==> src/rtl/assert_macros.svh <==
// Assertion macros shared by the RTL files. Each expects clk and rst in scope.
`ifndef ASSERT_MACROS_SVH
`define ASSERT_MACROS_SVH

// Check cons in the same cycle as ante.
`define ASSERT_IMPL(label, ante, cons) \
  label: assert property (@(posedge clk) disable iff (rst) (ante) |-> (cons)) \
    else $error("assertion failed");

// Check cons in the cycle after ante.
`define ASSERT_NEXT(label, ante, cons) \
  label: assert property (@(posedge clk) disable iff (rst) (ante) |=> (cons)) \
    else $error("assertion failed");

`endif

==> src/rtl/i2cbs_pkg.sv <==
`default_nettype none

package i2cbs_pkg;

  // Command codes as they arrive on the cmd port
  typedef enum logic [2:0] {
    CMD_START    = 3'd0,
    CMD_STOP     = 3'd1,
    CMD_WRITE    = 3'd2,
    CMD_WAIT_ACK = 3'd3,
    CMD_READ     = 3'd4
  } cmd_t;

  // Hold unit length after reset, in clock cycles
  localparam logic [15:0] UNIT_TICKS_RST = 16'd100;

  // Command queue between front and back
  localparam int Q_DEPTH = 2;
  localparam int QPTR_W  = (Q_DEPTH > 1) ? $clog2(Q_DEPTH) : 1;
  localparam int QCNT_W  = $clog2(Q_DEPTH + 1);

  // Segment index within one command
  localparam int SEG_W = 5;
  localparam logic [SEG_W-1:0] SEG_SHORT_LAST = 5'd2;   // start, stop, wait ack
  localparam logic [SEG_W-1:0] SEG_WRITE_LAST = 5'd17;
  localparam logic [SEG_W-1:0] SEG_READ_TURN  = 5'd16;  // SCL low before master ack
  localparam logic [SEG_W-1:0] SEG_READ_ACK   = 5'd17;
  localparam logic [SEG_W-1:0] SEG_READ_CLK   = 5'd18;
  localparam logic [SEG_W-1:0] SEG_READ_LAST  = 5'd19;

  // Hold time codes in hold units (unit_ticks clock cycles each)
  localparam logic [1:0] HOLD_NONE = 2'd0;
  localparam logic [1:0] HOLD_ONE  = 2'd1;
  localparam logic [1:0] HOLD_TWO  = 2'd2;

  // Classified command held in the queue
  typedef struct packed {
    cmd_t       op;
    logic [7:0] tx_byte;
    logic       send_ack;
    logic [7:0] line_bits;
    logic       ack_line;
  } cmd_entry_t;

  // Queue fill status seen by front and back
  typedef struct packed {
    logic full;
    logic empty;
  } q_status_t;

  // Bus line state kept between commands
  typedef struct packed {
    logic scl;
    logic sda;
    logic sim;  // SDA released to the slave
  } bus_state_t;

  // One bus segment as delivered
  typedef struct packed {
    logic       scl_level;
    logic       sda_level;
    logic       sda_released;
    logic [1:0] hold_units;
    logic [7:0] rx_byte;
    logic       status;
    logic       last;
  } seg_t;

endpackage

`default_nettype wire

==> src/rtl/i2c_master_bit_sequencer.sv <==
// The first segment of a command is registered in the back end once the command
// leaves the queue. Throughput: one segment per cycle with out_ready high; a command
// has 3 (start, stop, wait ack on ACK), 2 (wait ack on NACK), 18 (write) or 20
// (read) segments, set by the segment sequencer in the back end.
// Reset (rst, synchronous): queue empty, SCL and SDA released high,
// unit_ticks back to 100.
`default_nettype none
`include "assert_macros.svh"

module i2c_master_bit_sequencer (
  input  wire logic        clk,
  input  wire logic        rst,
  input  wire logic        in_valid,
  output logic             in_ready,
  input  wire logic [2:0]  cmd,
  input  wire logic [7:0]  tx_byte,
  input  wire logic        send_ack,
  input  wire logic [7:0]  line_bits,
  input  wire logic        ack_line,
  output logic             out_valid,
  input  wire logic        out_ready,
  output logic             scl_level,
  output logic             sda_level,
  output logic             sda_released,
  output logic [1:0]       hold_units,
  output logic [7:0]       rx_byte,
  output logic             status,
  output logic             last,
  input  wire logic        cfg_valid,
  output logic             cfg_ready,
  input  wire logic [15:0] cfg_data
);

  logic [15:0]             unit_ticks;
  logic                    push;
  logic                    pop;
  i2cbs_pkg::cmd_entry_t   push_entry;
  i2cbs_pkg::cmd_entry_t   head;
  i2cbs_pkg::q_status_t    q_stat;
  i2cbs_pkg::seg_t         seg_out;

  // Store the hold unit length; sequencing does not depend on it
  assign cfg_ready = 1'b1;
  always_ff @(posedge clk) begin
    if (rst) begin
      unit_ticks <= i2cbs_pkg::UNIT_TICKS_RST;
    end else if (cfg_valid && cfg_ready) begin
      unit_ticks <= cfg_data;
    end
  end

  i2cbs_front u_front (
    .in_valid   (in_valid),
    .in_ready   (in_ready),
    .cmd        (cmd),
    .tx_byte    (tx_byte),
    .send_ack   (send_ack),
    .line_bits  (line_bits),
    .ack_line   (ack_line),
    .q_stat     (q_stat),
    .push       (push),
    .push_entry (push_entry)
  );

  i2cbs_queue u_queue (
    .clk        (clk),
    .rst        (rst),
    .push       (push),
    .push_entry (push_entry),
    .pop        (pop),
    .head       (head),
    .q_stat     (q_stat)
  );

  i2cbs_back u_back (
    .clk       (clk),
    .rst       (rst),
    .head      (head),
    .q_stat    (q_stat),
    .pop       (pop),
    .out_valid (out_valid),
    .out_ready (out_ready),
    .seg_out   (seg_out)
  );

  assign scl_level    = seg_out.scl_level;
  assign sda_level    = seg_out.sda_level;
  assign sda_released = seg_out.sda_released;
  assign hold_units   = seg_out.hold_units;
  assign rx_byte      = seg_out.rx_byte;
  assign status       = seg_out.status;
  assign last         = seg_out.last;

  `ASSERT_NEXT(a_ticks_write, cfg_valid && cfg_ready, unit_ticks == $past(cfg_data))

endmodule

`default_nettype wire

==> src/rtl/i2cbs_front.sv <==
`default_nettype none

module i2cbs_front (
  input  wire logic                   in_valid,
  output logic                        in_ready,
  input  wire logic [2:0]             cmd,
  input  wire logic [7:0]             tx_byte,
  input  wire logic                   send_ack,
  input  wire logic [7:0]             line_bits,
  input  wire logic                   ack_line,
  input  wire i2cbs_pkg::q_status_t   q_stat,
  output logic                        push,
  output i2cbs_pkg::cmd_entry_t       push_entry
);

  logic known;

  // Classify the command; unknown codes are taken and dropped
  always_comb begin
    case (cmd)
      i2cbs_pkg::CMD_START,
      i2cbs_pkg::CMD_STOP,
      i2cbs_pkg::CMD_WRITE,
      i2cbs_pkg::CMD_WAIT_ACK,
      i2cbs_pkg::CMD_READ: known = 1'b1;
      default:             known = 1'b0;
    endcase
  end

  // Accept whenever the queue has room
  assign in_ready = !q_stat.full;
  assign push     = in_valid && in_ready && known;

  // Pack the fields for the back end
  always_comb begin
    push_entry.op        = i2cbs_pkg::cmd_t'(cmd);
    push_entry.tx_byte   = tx_byte;
    push_entry.send_ack  = send_ack;
    push_entry.line_bits = line_bits;
    push_entry.ack_line  = ack_line;
  end

endmodule

`default_nettype wire

==> src/rtl/i2cbs_queue.sv <==
`default_nettype none

module i2cbs_queue (
  input  wire logic                   clk,
  input  wire logic                   rst,
  input  wire logic                   push,
  input  wire i2cbs_pkg::cmd_entry_t  push_entry,
  input  wire logic                   pop,
  output i2cbs_pkg::cmd_entry_t       head,
  output i2cbs_pkg::q_status_t        q_stat
);

  i2cbs_pkg::cmd_entry_t              mem [i2cbs_pkg::Q_DEPTH];
  logic [i2cbs_pkg::QPTR_W-1:0]       wr_ptr;
  logic [i2cbs_pkg::QPTR_W-1:0]       rd_ptr;
  logic [i2cbs_pkg::QCNT_W-1:0]       count;

  function automatic logic [i2cbs_pkg::QPTR_W-1:0] ptr_inc(
    input logic [i2cbs_pkg::QPTR_W-1:0] p
  );
    if (p == i2cbs_pkg::QPTR_W'(i2cbs_pkg::Q_DEPTH - 1)) begin
      return '0;
    end
    return p + 1'b1;
  endfunction

  assign q_stat.full  = (count == i2cbs_pkg::QCNT_W'(i2cbs_pkg::Q_DEPTH));
  assign q_stat.empty = (count == '0);
  assign head         = mem[rd_ptr];

  // Advance pointers and fill count
  always_ff @(posedge clk) begin
    if (rst) begin
      wr_ptr <= '0;
      rd_ptr <= '0;
      count  <= '0;
    end else begin
      if (push) begin
        wr_ptr <= ptr_inc(wr_ptr);
      end
      if (pop) begin
        rd_ptr <= ptr_inc(rd_ptr);
      end
      if (push && !pop) begin
        count <= count + 1'b1;
      end else if (pop && !push) begin
        count <= count - 1'b1;
      end
    end
  end

  // Store the entry
  always_ff @(posedge clk) begin
    if (push) begin
      mem[wr_ptr] <= push_entry;
    end
  end

endmodule

`default_nettype wire

==> src/rtl/i2cbs_back.sv <==
`default_nettype none
`include "assert_macros.svh"

module i2cbs_back (
  input  wire logic                   clk,
  input  wire logic                   rst,
  input  wire i2cbs_pkg::cmd_entry_t  head,
  input  wire i2cbs_pkg::q_status_t   q_stat,
  output logic                        pop,
  output logic                        out_valid,
  input  wire logic                   out_ready,
  output i2cbs_pkg::seg_t             seg_out
);

  typedef enum logic [1:0] {
    ST_IDLE = 2'b01,
    ST_RUN  = 2'b10
  } state_t;

  state_t                         state;
  i2cbs_pkg::cmd_entry_t          cur;
  logic [i2cbs_pkg::SEG_W-1:0]    seg_idx;
  i2cbs_pkg::bus_state_t          bus;

  i2cbs_pkg::cmd_entry_t          sel;
  logic [i2cbs_pkg::SEG_W-1:0]    idx;
  logic [i2cbs_pkg::SEG_W-1:0]    wk;
  logic                           running;
  logic                           have;
  logic                           emit;
  i2cbs_pkg::bus_state_t          bus_next;
  logic [1:0]                     hold;
  logic [7:0]                     rx;
  logic                           status;
  logic                           fin;
  i2cbs_pkg::seg_t                seg_next;

  // Pick the running command or the queue head
  assign running = (state == ST_RUN);
  assign sel     = running ? cur : head;
  assign idx     = running ? seg_idx : '0;
  assign wk      = idx - 1'b1;
  assign have    = running || !q_stat.empty;
  assign emit    = have && (!out_valid || out_ready);
  assign pop     = emit && !running;

  // Work out the line state of this segment
  always_comb begin
    bus_next = bus;
    hold     = i2cbs_pkg::HOLD_NONE;
    rx       = 8'd0;
    status   = 1'b0;
    fin      = 1'b0;
    case (sel.op)
      i2cbs_pkg::CMD_START,
      i2cbs_pkg::CMD_STOP: begin
        hold = i2cbs_pkg::HOLD_TWO;
        if (idx == '0) begin
          bus_next.sim = 1'b0;
          bus_next.sda = (sel.op == i2cbs_pkg::CMD_START);
        end else if (idx == i2cbs_pkg::SEG_SHORT_LAST) begin
          bus_next.sda = (sel.op == i2cbs_pkg::CMD_STOP);
          fin          = 1'b1;
        end else begin
          bus_next.scl = 1'b1;
        end
      end
      i2cbs_pkg::CMD_WRITE: begin
        hold = i2cbs_pkg::HOLD_ONE;
        if (idx == '0) begin
          bus_next.sim = 1'b0;
        end else if (idx == i2cbs_pkg::SEG_WRITE_LAST) begin
          bus_next.scl = 1'b0;
          hold         = i2cbs_pkg::HOLD_NONE;
          fin          = 1'b1;
        end else if (!wk[0]) begin
          bus_next.scl = 1'b0;
          bus_next.sda = sel.tx_byte[~wk[3:1]];
        end else begin
          bus_next.scl = 1'b1;
        end
      end
      i2cbs_pkg::CMD_WAIT_ACK: begin
        hold = i2cbs_pkg::HOLD_ONE;
        if (idx == '0) begin
          bus_next.sda = 1'b1;
          bus_next.sim = 1'b1;
        end else if (idx == i2cbs_pkg::SEG_SHORT_LAST) begin
          bus_next.scl = 1'b0;
          hold         = i2cbs_pkg::HOLD_NONE;
          fin          = 1'b1;
        end else begin
          bus_next.scl = 1'b1;
          status       = sel.ack_line;
          fin          = sel.ack_line;
        end
      end
      i2cbs_pkg::CMD_READ: begin
        if (idx < i2cbs_pkg::SEG_READ_TURN) begin
          bus_next.sda = 1'b1;
          bus_next.sim = 1'b1;
          bus_next.scl = idx[0];
          hold         = idx[0] ? i2cbs_pkg::HOLD_TWO : i2cbs_pkg::HOLD_ONE;
        end else if (idx == i2cbs_pkg::SEG_READ_TURN) begin
          bus_next.scl = 1'b0;
        end else if (idx == i2cbs_pkg::SEG_READ_ACK) begin
          bus_next.sim = 1'b0;
          bus_next.sda = !sel.send_ack;
          hold         = i2cbs_pkg::HOLD_ONE;
        end else if (idx == i2cbs_pkg::SEG_READ_CLK) begin
          bus_next.scl = 1'b1;
          hold         = i2cbs_pkg::HOLD_ONE;
        end else begin
          bus_next.scl = 1'b0;
          rx           = sel.line_bits;
          fin          = 1'b1;
        end
      end
      default: begin
        fin = 1'b1;
      end
    endcase
  end

  // Form the delivered segment from the new line state
  always_comb begin
    seg_next.scl_level    = bus_next.scl;
    seg_next.sda_level    = bus_next.sim | bus_next.sda;
    seg_next.sda_released = bus_next.sim;
    seg_next.hold_units   = hold;
    seg_next.rx_byte      = rx;
    seg_next.status       = status;
    seg_next.last         = fin;
  end

  // Sequence segments and hold the output slot
  always_ff @(posedge clk) begin
    if (rst) begin
      state     <= ST_IDLE;
      seg_idx   <= '0;
      out_valid <= 1'b0;
      bus       <= '{scl: 1'b1, sda: 1'b1, sim: 1'b1};
    end else begin
      if (emit) begin
        out_valid <= 1'b1;
        bus       <= bus_next;
        if (fin) begin
          state <= ST_IDLE;
        end else begin
          state   <= ST_RUN;
          seg_idx <= idx + 1'b1;
        end
      end else if (out_ready) begin
        out_valid <= 1'b0;
      end
    end
  end

  // Capture payload
  always_ff @(posedge clk) begin
    if (emit) begin
      seg_out <= seg_next;
      if (!fin) begin
        cur <= sel;
      end
    end
  end

  `ASSERT_IMPL(a_status_on_last, out_valid && seg_out.status, seg_out.last && seg_out.scl_level)
  `ASSERT_IMPL(a_rx_on_last, out_valid && (seg_out.rx_byte != 8'd0), seg_out.last)
  `ASSERT_IMPL(a_seg_range, running, seg_idx <= i2cbs_pkg::SEG_READ_LAST)
  `ASSERT_NEXT(a_pop_starts, pop && !fin, running && (seg_idx == 5'd1))

endmodule

`default_nettype wire

==> config.mk <==
export PLATFORM = sky130hd
export DESIGN_NAME = i2c_master_bit_sequencer
export DESIGN_NICKNAME = d
export VERILOG_FILES = /design/src/rtl/i2cbs_pkg.sv /design/src/rtl/i2c_master_bit_sequencer.sv /design/src/rtl/i2cbs_front.sv /design/src/rtl/i2cbs_queue.sv /design/src/rtl/i2cbs_back.sv
export VERILOG_INCLUDE_DIRS = /design/src /design/src/rtl
export SDC_FILE = /design/constraint.sdc
export NUM_CORES = 1
export LEC_CHECK = 0
export BUFFER_PORTS_ARGS = -buffer_cell sky130_fd_sc_hd__buf_2
export CORE_MARGIN = 1.5
export CORE_UTILIZATION = 51
export DETAILED_ROUTE_END_ITERATION = 10
export PLACE_DENSITY = 0.75
export SYNTH_ARGS = -nofsm -noshare
export SYNTH_HDL_FRONTEND = slang
export SYNTH_SLANG_ARGS = --single-unit
==> constraint.sdc <==
create_clock -name clk -period 2.6 [get_ports clk]
set_clock_uncertainty 0.2 [all_clocks]
set_input_delay 0.52 -clock clk [delete_from_list [all_inputs] [get_ports clk]]
set_output_delay 0.52 -clock clk [all_outputs]
set_load 0.02 [all_outputs]
After elaboration in Yosys (flattened, before gate mapping)
Memory sizes are Yosys's and may differ from the RTL's. A register that Yosys moved wholly into a read port is not among the register bits.
Index checks and enable logic that the tools add are counted.
{"block": "classes", "shifts": 0, "mux": 65, "n_addsub": 6, "n_mul": 0, "bitwise_logic": 5, "div": 0, "reduce_logical": 26, "eq_ne": 14, "n_lt_le_gt_ge": 2}
{"operator": "1-bit 2-to-1 mux", "count": 45}
{"operator": "2-bit 2-to-1 mux", "count": 13}
{"operator": "21-bit 2-to-1 mux", "count": 1}
{"operator": "5-bit == test, second input constant", "count": 3}
{"operator": "3-bit by 2-bit == test with 1-bit output, second input constant", "count": 4}
{"operator": "3-bit case mux with 4 select lines", "count": 1}
{"operator": "5-bit OR reduction", "count": 2}
{"operator": "2-bit case mux with 4 select lines", "count": 1}
{"operator": "1-bit logical NOT", "count": 7}
{"operator": "3-bit by 1-bit == test with 1-bit output, second input constant", "count": 2}
{"operator": "3-bit == test, second input constant", "count": 2}
{"operator": "1-bit logical AND", "count": 6}
{"operator": "3-bit logical NOT", "count": 2}
{"operator": "5-bit by 1-bit adder with 5-bit output, second input constant", "count": 1}
{"operator": "5-bit by 2-bit == test with 1-bit output, second input constant", "count": 1}
{"operator": "5-bit logical NOT", "count": 1}
{"operator": "5-bit less-than comparator, second input constant", "count": 1}
{"operator": "5-bit 2-to-1 mux", "count": 1}
{"operator": "2-bit == test, second input constant", "count": 2}
{"operator": "3-bit by 4-bit less-than comparator with 1-bit output, second input constant", "count": 1}
{"operator": "1-bit case mux with 4 select lines", "count": 1}
{"operator": "2-bit nonzero test", "count": 2}
{"operator": "4-bit by 1-bit subtractor with 4-bit output, second input constant", "count": 1}
{"operator": "1-bit binary-select mux with 3-bit select", "count": 1}
{"operator": "other kinds (12)", "count": 16}
{"block": "word_totals", "in_bits": 42, "regBits": 51, "latch_bits": 0, "word_cells": 140, "out_inout_bits": 18, "ramBits": 42, "rom_bits": 0, "n_memories": 1}
{"name": "u_queue.mem", "depth": 2, "word_bits": 21, "rd": 1, "rd_clocked_by_memory_dff": 1, "write_ports": 1, "line_no": "i2cbs_queue.sv:13", "text": "i2cbs_pkg::cmd_entry_t mem [i2cbs_pkg::Q_DEPTH];"}

Depth between registers and ports, before layout
{"block": "depth", "word_depth": 11, "mapped_depth": 10, "depth_no_buf": 9}

Hierarchy
A second synthesis with hierarchy kept.
{"block": "hier_totals", "cells_unflattened": 380, "hier_area_um2": 4390.5}
{"module": "i2cbs_back", "area_each_um2": 2491.1, "n_inst": 1, "cells_per_inst": 267, "seq_area_each_um2": 1301.2}
{"module": "i2cbs_queue", "area_each_um2": 1715.4, "n_inst": 1, "cells_per_inst": 87, "seq_area_each_um2": 1361.3}
{"module": "i2cbs_front", "area_each_um2": 172.7, "n_inst": 1, "cells_per_inst": 24, "seq_area_each_um2": 0.0}
{"module": "i2c_master_bit_sequencer", "area_each_um2": 11.3, "n_inst": 1, "cells_per_inst": 2, "seq_area_each_um2": 0.0}

Least setup slack after synthesis
Ideal clock, no wire load.
{"block": "synth_path", "path_kind": "reg-to-reg", "startpoint": "reg u_back.state[1]", "endpoint": "reg u_queue.count[1] in the netlist's numbering", "setup_ns": 0.070, "path_stages_with_launch": 10, "arrival_time_ns": 2.220, "path_slack_ns": 0.109, "required_ns": 2.330, "synth_period_minus_slack_ns": 2.491, "path_buffers": 1, "cell_sequence": "dfxtp_1 -> nor2b_1 -> buf_6 -> nor3_1 -> a21o_1 -> inv_1 -> nand2_1 -> ha_1 -> or3_1 -> a21oi_1"}
{"block": "synth_via", "elab_chain_cells": 7, "word_cells_on_any_way": 10, "classes_between": "1 x eq/ne; 1 x mux; 8 x reduce/logical"}
{"item": "start, declared", "line_no": "i2cbs_back.sv:20", "text": "state_t state;"}
{"item": "start signal, assigned", "line_no": "i2cbs_back.sv:139", "text": "state <= ST_IDLE;"}
{"item": "start signal, assigned", "line_no": "i2cbs_back.sv:148", "text": "state <= ST_IDLE;"}
{"item": "start signal, assigned", "line_no": "i2cbs_back.sv:150", "text": "state <= ST_RUN;"}
{"item": "2-bit == test (*)", "line_no": "i2cbs_back.sv:39", "text": "assign running = (state == ST_RUN);"}
{"item": "1-bit logical OR (*)", "line_no": "i2cbs_back.sv:43", "text": "assign have = running || !q_stat.empty;"}
{"item": "1-bit logical AND (*)", "line_no": "i2cbs_back.sv:44", "text": "assign emit = have && (!out_valid || out_ready);"}
{"item": "named net u_back.emit", "line_no": "i2cbs_back.sv:30", "text": "logic emit;"}
{"item": "1-bit logical AND (*)", "line_no": "i2cbs_back.sv:45", "text": "assign pop = emit && !running;"}
{"item": "1-bit logical NOT", "line_no": "i2cbs_queue.sv:44", "text": "if (push && !pop) begin"}
{"item": "1-bit logical AND", "line_no": "i2cbs_queue.sv:44"}
{"item": "2-bit 2-to-1 mux / 2-bit nonzero test (equally long branches)"}
{"item": "end signal, assigned", "line_no": "i2cbs_queue.sv:45", "text": "count <= count + 1'b1;"}
{"item": "end signal, assigned", "line_no": "i2cbs_queue.sv:47", "text": "count <= count - 1'b1;"}
{"item": "end, declared", "line_no": "i2cbs_queue.sv:16", "text": "logic [i2cbs_pkg::QCNT_W-1:0] count;"}
The timed path passes the listed nets; every way through them passes the cells marked *.
A chain may end at the register's enable or synchronous reset.

Worst setup path in the final report
{"block": "layout_path", "startpoint": "reg u_back.seg_idx[0] in the netlist's numbering", "endpoint": "reg u_back.cur[13] in the netlist's numbering (enable)"}
{"block": "layout_via", "elab_chain_cells": 9, "word_cells_on_any_way": 20, "classes_between": "1 x order compare; 4 x eq/ne; 12 x mux; 1 x bitwise; 2 x reduce/logical"}
{"item": "start, declared", "line_no": "i2cbs_back.sv:22", "text": "logic [i2cbs_pkg::SEG_W-1:0] seg_idx;"}
{"item": "start signal, assigned", "line_no": "i2cbs_back.sv:151", "text": "seg_idx <= idx + 1'b1;"}
{"item": "5-bit 2-to-1 mux (*)", "line_no": "i2cbs_back.sv:41", "text": "assign idx = running ? seg_idx : '0;"}
{"item": "5-bit == test", "line_no": "i2cbs_back.sv:110", "text": "end else if (idx == i2cbs_pkg::SEG_READ_CLK) begin"}
{"item": "1-bit 2-to-1 mux", "line_no": "i2cbs_back.sv:110"}
{"item": "1-bit 2-to-1 mux", "line_no": "i2cbs_back.sv:106", "text": "end else if (idx == i2cbs_pkg::SEG_READ_ACK) begin"}
{"item": "1-bit 2-to-1 mux", "line_no": "i2cbs_back.sv:104", "text": "end else if (idx == i2cbs_pkg::SEG_READ_TURN) begin"}
{"item": "1-bit 2-to-1 mux", "line_no": "i2cbs_back.sv:99", "text": "if (idx < i2cbs_pkg::SEG_READ_TURN) begin"}
{"item": "1-bit case mux with 4 select lines (*)", "line_no": "i2cbs_back.sv:54", "text": "case (sel.op)"}
{"item": "1-bit NOT (no line) (*)"}
{"item": "2-bit AND reduction (no line) (*)"}
{"item": "end signal, assigned", "line_no": "i2cbs_back.sv:164", "text": "cur <= sel;"}
{"item": "end, declared", "line_no": "i2cbs_back.sv:21", "text": "i2cbs_pkg::cmd_entry_t cur;"}
Mark *: on every way between the ends. The rest lies on a longest branch, timed or not.

==> results.ini <==
[run_status]
status=completed

[worst_setup_path]
crit_arrival_ns=2.26
cpPeakStageDelay_ns=0.58
worst-setup-path-type=flop to flop
crit_path_start_kind=flop
crit_path_cell_trace=or4_4, o21bai_1, or4b_1, and3_4, nand2_4, inv_4
path_buf_inv=1
crit_required_ns=2.42
worstSetupEndpointType=flop
crit_slowest_cell=or4_4
crit_fanout=25
crit_family=simple AND/OR/NAND/NOR gates

[die]
dieArea_sq_um=8940
ios=60
num_rows=33
die-height_um=94.6
fp.dieW_um=94.6
initial_core_util=0.523
core_sq_um=8180

[placed_design]
dp_cells=496
numPortBuffers=41
dpl.hpwl_um=5400
place_area_sq_um=4670
gp_congestion=0.898

[finish]
syn_to_final_growth_pct=14.4
final_cell_area_sq_um=4890
num_antenna_cells=0
final_cell_count_no_fill=513
drive_above_1_share=0.245
layout.nets=446

[yosys]
synth_most_common_cell=edfxtp_1
synth_area_leader_cell=edfxtp_1
syn_nets=388
yosysSeqAreaShare=0.623
synth_common_cells=edfxtp_1, o21ai_0, nand2_1
yosys.area.top_type_share=0.548
async_flop_share=0
synth_ff_type=edfxtp_1
syn_area_per_cell_sq_um=12.4
yosys-top-cells-area=edfxtp_1, dfxtp_1, mux2i_1, o21ai_0, nand2_1
yosysWarnings=0
synth_edf_count=78
synth_area_sq_um=4280
synthesis.instances=345
yosysUniqueCellTypes=64
ys_ff_latch=94

[clock_tree]
h-tree-depth=3
cts_tree=built
clock_sinks=94
clockBufferDepth=2
clk_pin_slew_ns=0.10
cts_buffers=9
root_buffer=clkbuf_8
insertion_delay_ns=0.36

[power]
power.density_nw_per_um2=1020
p_leak_nw=1.76
p_switching_w=0.00176
netSwitchingFraction=0.351
p_comb_frac=0.343
ir_drop_mv=0.457
p_int_w=0.00325
power.total_w=0.00501
clockPowerShare=0.197
power_frac_seq=0.460

[global_route]
grt-ovfl-total=0
grt_pass1_wl_um=13000
grt_pass1_vias=2786
grt_use_total=0.196
antenna_found_initial=0
grt_max_degree=51

[drt]
vias=2847
wl_per_cell_um=15.8
met3_length_um=421
detail_route.iter0.violations=196
wl_met2_um=3930
top_layer=met4
ant_nets=0
wl_um=8100
drc_errors=0
wirelength_met1_um=3620
routed_via_density=5.55
first_pass_iters=4

[sta]
min_period_over_period=0.936
rsz0062_at_grt=false
setup_violations=0
tns_ns=0
final_max_slew_viol_count=0
max_freq_mhz=411
period_needed_ns=2.43
hold_slack_ns=0.140
finalHoldViolCount=0

[run]
cap_violations=0

[worst_hold_path]
hold_class=input port to flop

==> timing repair <==
action / in CTS / in global routing
setup endpoints to repair: 0 / 5
gates resized for setup: 0 / 3
hold buffers: 0 / 0
setup buffers: 0 / 1
==> layer usage <==
| metal | up-vias | global-route usage |
|---|---|---|
| li1 | 1396 | - |
| met1 | 1358 | 0.245 |
| met2 | 79 | 0.315 |
| met3 | 14 | 0.0499 |
| met4 | 0 | 0.0995 |
| met5 | - | 0 |
==> cell type report <==
class / count / area [sq um]
repair buffers: 68 / 420
fillers: 660 / 3280
well taps: 105 / 131
clock inverters: 7 / 78.8
flip-flops and latches: 94 / 2660
inverters: 12 / 47.5
clock buffers: 9 / 124
multi-input cells: 218 / 1430
==> placed cells by master (no fill, tap or decap), drive strengths merged, types with 14 or more instances in the layout <==
master,n
nand2,31
dfxtp,16
edfxtp,78
nor2,18
buf,68
inv,14
a21oi,17
o21ai,32
mux2i,23
==> registers in the layout, indices dropped and copies added, names as in the netlist, named ones only <==
signal / flops
u_back.bus: 3
u_back.cur: 21
u_back.out_valid: 1
u_back.seg_idx: 5
u_back.seg_out: 15
u_back.state: 2
u_queue.count: 2
u_queue.mem: 42
u_queue.rd_ptr: 1
u_queue.wr_ptr: 1
==> path summary, 6_finish.rpt <==
path | from | to | slack, ns | cells after the start
worst max-delay path | u_back.seg_idx[0]$_SDFFE_PP0P_ | u_back.cur[13]$_DFFE_PP_ | 0.17 | 6
worst min register to register | u_back.out_valid$_SDFFE_PP0P_ | u_back.out_valid$_SDFFE_PP0P_ | 0.28 | 2
worst max register to register | u_back.seg_idx[0]$_SDFFE_PP0P_ | u_back.cur[13]$_DFFE_PP_ | 0.17 | 6
worst min-delay path | line_bits[5] | u_queue.mem[1][6]$_DFFE_PP_ | 0.14 | 1
==> cells by family (layout without fill, tap and decap cells) <==
family                   count (synthesis)  in the layout  synth area share
AND/OR/NAND/NOR                        105            105             0.137
multiplexers                            26             26            0.0617
other                                    1              1          0.000877
flip-flops                              94             94             0.623
AO/OA/AOI/OAI                           80             80             0.118
XOR/XNOR                                 5              5            0.0102
adder cells (fa/ha/maj)                  1              1           0.00293
buffers and inverters                   33             96            0.0468
==> power by group through the flow <==
stage          Combinational [W]  Clock, W  Sequential [W]
6_report                 0.00172  0.000986         0.00230
5_1_grt                  0.00190   0.00106         0.00235
4_1_cts                  0.00170   0.00100         0.00230
3_5_place_dp             0.00169         0         0.00233
3_3_place_gp             0.00166         0         0.00232
2_1_floorplan            0.00109         0         0.00241
==> stage by stage <==
stage          setup WS [ns]  utilization
4_1_cts               0.0951        0.596
3_5_place_dp           0.134        0.571
3_3_place_gp           0.122        0.571
6_report               0.168        0.598
2_1_floorplan          0.109            -
5_1_grt               0.0430        0.598
No activity file was read; power rests on OpenSTA's default activity.
